## config.mk

```make
export PLATFORM = sky130hd
export DESIGN_NAME = bis_div
export DESIGN_NICKNAME = d
export VERILOG_FILES = /design/src/design/bis_div.sv
export SDC_FILE = /design/constraint.sdc
export NUM_CORES = 1
export LEC_CHECK = 0
export ABC_AREA = 1
export BUFFER_PORTS_ARGS = -buffer_cell sky130_fd_sc_hd__buf_2
export CAP_MARGIN = 30
export CORE_ASPECT_RATIO = 0.9
export CORE_MARGIN = 10
export CORE_UTILIZATION = 29
export DETAILED_ROUTE_END_ITERATION = 8
export GPL_TIMING_DRIVEN = 1
export HOLD_SLACK_MARGIN = 0.03
export PLACE_DENSITY = 0.51
export SYNTH_ARGS = -nofsm -noshare
export SYNTH_HDL_FRONTEND = slang
export SYNTH_SLANG_ARGS = --single-unit
```

## constraint.sdc

```tcl
create_clock -name clk -period 2.9 [get_ports clk]
set_input_delay 0.435 -clock clk [delete_from_list [all_inputs] [get_ports clk]]
set_output_delay 0.435 -clock clk [all_outputs]
set_load 0.01 [all_outputs]
```

## src/design/bis_div.sv

```systemverilog
// Pipelined restoring divider, one quotient bit per stage.
// Quotient must fit in QW bits; no package dependency.
module bis_div #(
  parameter int NW = 31,
  parameter int DW = 15,
  parameter int QW = 16
) (
  input  logic          clk,
  input  logic          en,
  input  logic [NW-1:0] n,
  input  logic [DW-1:0] d,
  output logic [QW-1:0] q
);

  logic [DW-1:0] rem [QW];
  logic [QW-1:0] quo [QW];
  logic [QW-1:0] low [QW];

  for (genvar k = 0; k < QW; k++) begin : g_stage
    logic [DW-1:0] prev_r;
    logic [QW-1:0] prev_q;
    logic [QW-1:0] prev_low;
    logic [DW:0]   trial;
    logic [DW:0]   diff;
    logic          ge;

    if (k == 0) begin : g_first
      assign prev_r   = DW'(n >> QW);
      assign prev_q   = '0;
      assign prev_low = n[QW-1:0];
    end else begin : g_next
      assign prev_r   = rem[k-1];
      assign prev_q   = quo[k-1];
      assign prev_low = low[k-1];
    end

    // Shift in next numerator bit, subtract when it fits
    assign trial = {prev_r, prev_low[QW-1-k]};
    assign ge    = trial >= {1'b0, d};
    assign diff  = trial - {1'b0, d};

    always_ff @(posedge clk) begin
      if (en) begin
        rem[k] <= ge ? diff[DW-1:0] : trial[DW-1:0];
        quo[k] <= {prev_q[QW-2:0], ge};
        low[k] <= prev_low;
      end
    end
  end

  assign q = quo[QW-1];

endmodule

```

==> results.yml <==
timing:
  hold_viol: 0
  max_clock_freq_mhz: 416.8
  finClkSkew_ps: 19.51
  relSlewSlack: 0.6231
  finalSetupViolCount: 0
  grt_setup_unrepaired: "no"
  fin_crit_sh: 0.8272
  finalSetupTns_ps: 0
  final_max_slew_viol_count: 0
  layout_min_cycle_time_ps: 2399
  worst_slew_pin_slew_ps: 561.0
synth:
  synth_top_area_share: 0.4518
  syn_nets: 4286
  yosys-top-cells-count: "1515 x nand2_1, 690 x inv_1, 481 x edfxtp_1"
  synth_edf_count: 481
  syn_area_um2: 31970
  synth_most_common_cell: "nand2_1"
  synth-async-reset-ratio: 0
  synthDistinctLibCells: 31
  ys_seq_elements: 481
  synth_flop_cell: "edfxtp_1"
  yosysSeqAreaShare: 0.4518
  yosys.area.top_type: "edfxtp_1"
  syn-instance-count: 3983
  ys_top_cells_by_area: "edfxtp_1 45%, nand2_1 18%, ha_1 9.4%, inv_1 8.1%, nand3_1 4.3%"
  yosys_warnings: 0
  syn_avg_cell_area_um2: 8.026
clock_network:
  clock_sinks: 481
  tritoncts: "done"
  cts_buffer_depth: 3
  cts_inserted_buffers: 56
  postCtsSetupRepairBufs: 0
  clk_pin_slew_ps: 70
  cts_root_buf: "clkbuf_16"
  clk_latency_ps: 630
  htreeDepth: 2
placement:
  numPortBuffers: 63
  gp_congestion: 0.8598
  dp_hpwl_um: 60310
  dp.cells: 5549
critical_path:
  max_stage_delay_ps: 360
  critPathBufInv: 2
  slowest_stage: "edfxtp_1"
  worstPathRequired_ps: 3270
  r2r_end: "rem[0][118]$_DFFE_PP_"
  crit_path_cell_trace: "inv_1 > ha_1 > fa_1 > inv_1 > nand2_1 > nand2_1 > nand3_1 > nand2_1 > nand2_2 > nand3_4 > nand3_1 > nand2_1"
  endpoint_kind: "flip-flop"
  path_class: "flip-flop to flip-flop"
  worstPathArrival_ps: 2770
  path_common_cell: "nand2_1"
  reg2reg_depth: 12
  crit_fanout: 25
  critPathLaunchType: "flip-flop"
  crit_family: "simple AND/OR/NAND/NOR gates"
  ff2ff_setup_slack_ps: 500
  r2r_start: "low[0][104]$_DFFE_PP_"
cells_and_area:
  syn2layout_area_growth_pct: 14.97
  nets: 4463
  antennaDiodeCount: 0
  final_util: 0.3361
  drive_above_1_share: 0.07275
  finalNonFillerCells: 5668
grt:
  grt_pass1_vias: 24150
  grtUsageTotal: 0.1318
  grt_max_degree: 66
  grt_pass1_wl_um: 131700
  overflow: 0
  antenna_found_initial: 2
route:
  drt-pass1-iter-count: 5
  num_vias: 25020
  routed_wl_um: 82390
  post_drt_via_cell_ratio: 4.415
  ant_nets: 0
  drc_errors: 0
  first_iter_violations: 1758
  post_drt_wl_per_cell_um: 14.54
power:
  p_total_w: 0.03571
  power_density_nw_per_um2: 971.5
  vdd_ir_drop_max_mv: 0.4610
  leakagePower_nw: 18.02
floorplanning:
  num_rows: 115
  die_area_um2: 123900
  die_x_um: 370.0
  coreArea_um2: 109400
  io_pins: 64
  start_util: 0.2923
  die_h_um: 335.0
hold_path:
  min_from: "n[28]"
  holdPathEnd: "rem[0][13]$_DFFE_PP_"
  hold_path.class: "input pin to flip-flop"
  hold_depth: 3
outcome:
  status: "finished, final reports clean"
job:
  max_cap_violations: 0
## what timing repair did
action | 4_1_cts | 5_1_grt
endpoints found under the hold margin | 15 | 0
resized for setup | 0 | 0
hold buffers | 15 | 0
## per-layer routing
metal	wire length, µm	share of wire	GRT usage	vias to the layer above
met3	3365	0.041	0.01859	113
met1	40250	0.49	0.1818	11320
met4	2219	0.027	0.03832	0
li1	-	-	-	13180
met5	0	0	0	-
met2	36550	0.44	0.2128	418
## layout by cell type, fill, tap and decap left out, types with 2 or more instances in the layout
cell and n:
nand4_1 90, buf_4 45, nand3_2 6, nand4_2 6, clkinvlp_4 4, inv_1 690
buf_2 62, nor3_1 3, nor2_1 229, or2_1 6, nor2_2 11, clkinv_4 2
xor2_1 69, inv_2 8, ha_1 240, dlygate4sd3_1 15, nand2_2 21, bufinv_16 9
or2_2 18, inv_6 2, clkbuf_16 57, clkinv_2 9, clkinv_1 9, clkbuf_1 11
o21ai_1 25, and2_1 45, nand2_1 1515, xnor2_1 12, buf_12 26, a21oi_1 79
o21ai_0 58, nand3_1 277, nand3_4 6, nand3b_1 30, nor3_4 6, fa_1 15
edfxtp_1 481, a21oi_4 6
## how the worst max path moves through the flow
stage,depth (start not counted),to,slack [ps],start
after floorplan,10,rem[1][73]$_DFFE_PP_,630,d[3]
after global placement,15,rem[1][53]$_DFFE_PP_,70,d[0]
after detailed placement,15,rem[1][53]$_DFFE_PP_,80,d[0]
after CTS,12,rem[0][118]$_DFFE_PP_,460,low[0][104]$_DFFE_PP_
after global routing,12,rem[0][106]$_DFFE_PP_,280,low[0][104]$_DFFE_PP_
final,12,rem[0][118]$_DFFE_PP_,500,low[0][104]$_DFFE_PP_
## kinds of logic after synthesis
group | count (synthesis) | synth area share
AO/OA/AOI/OAI | 169 | 0.02865
XOR/XNOR | 81 | 0.02219
adder cells (fa/ha/maj) | 255 | 0.1033
buffers and inverters | 728 | 0.09045
flip-flops | 481 | 0.4518
AND/OR/NAND/NOR | 2269 | 0.3036
## report_power, final
part | switching (W) | total, W | internal (W)
sequential | 0.00117 | 0.0116 | 0.0104
combinational | 0.0107 | 0.0167 | 0.00608
clock | 0.00296 | 0.00736 | 0.00440
total | 0.0148 | 0.0357 | 0.0209
## worst reg2reg max path: cells and delay by family (launching register included)
kind | cells | cell delay (ps)
fa+ha+maj | 2 | 490
buf+inv | 2 | 260
flops | 1 | 360
simple gates | 8 | 1020
## layout make-up
class | instances | area, µm²
Fill cell | 11580 | 72600
Timing Repair Buffer | 149 | 1334
Tap cell | 1462 | 1829
Multi-Input combinational cell | 2774 | 14630
Clock inverter | 36 | 425.4
Sequential cell | 481 | 14440
Inverter | 698 | 2620
Clock buffer | 68 | 1468
## stage by stage
step / area [µm²] / hold slack, ps / setup WS (ps)
5_1_grt: 36750 / 98.94 / 284.6
6_report: 36750 / 114.1 / 501.0
4_1_cts: 36750 / 60.98 / 457.5
3_5_place_dp: 34710 / 404.5 / 84.90
3_3_place_gp: 34710 / 400.5 / 73.13
2_1_floorplan: 31970 / 400.3 / 633.5
## registers in the layout (all words and copies together), names as in the netlist
register,flops
rem,225
quo,136
low,120
(Power assumes the default switching activity.)
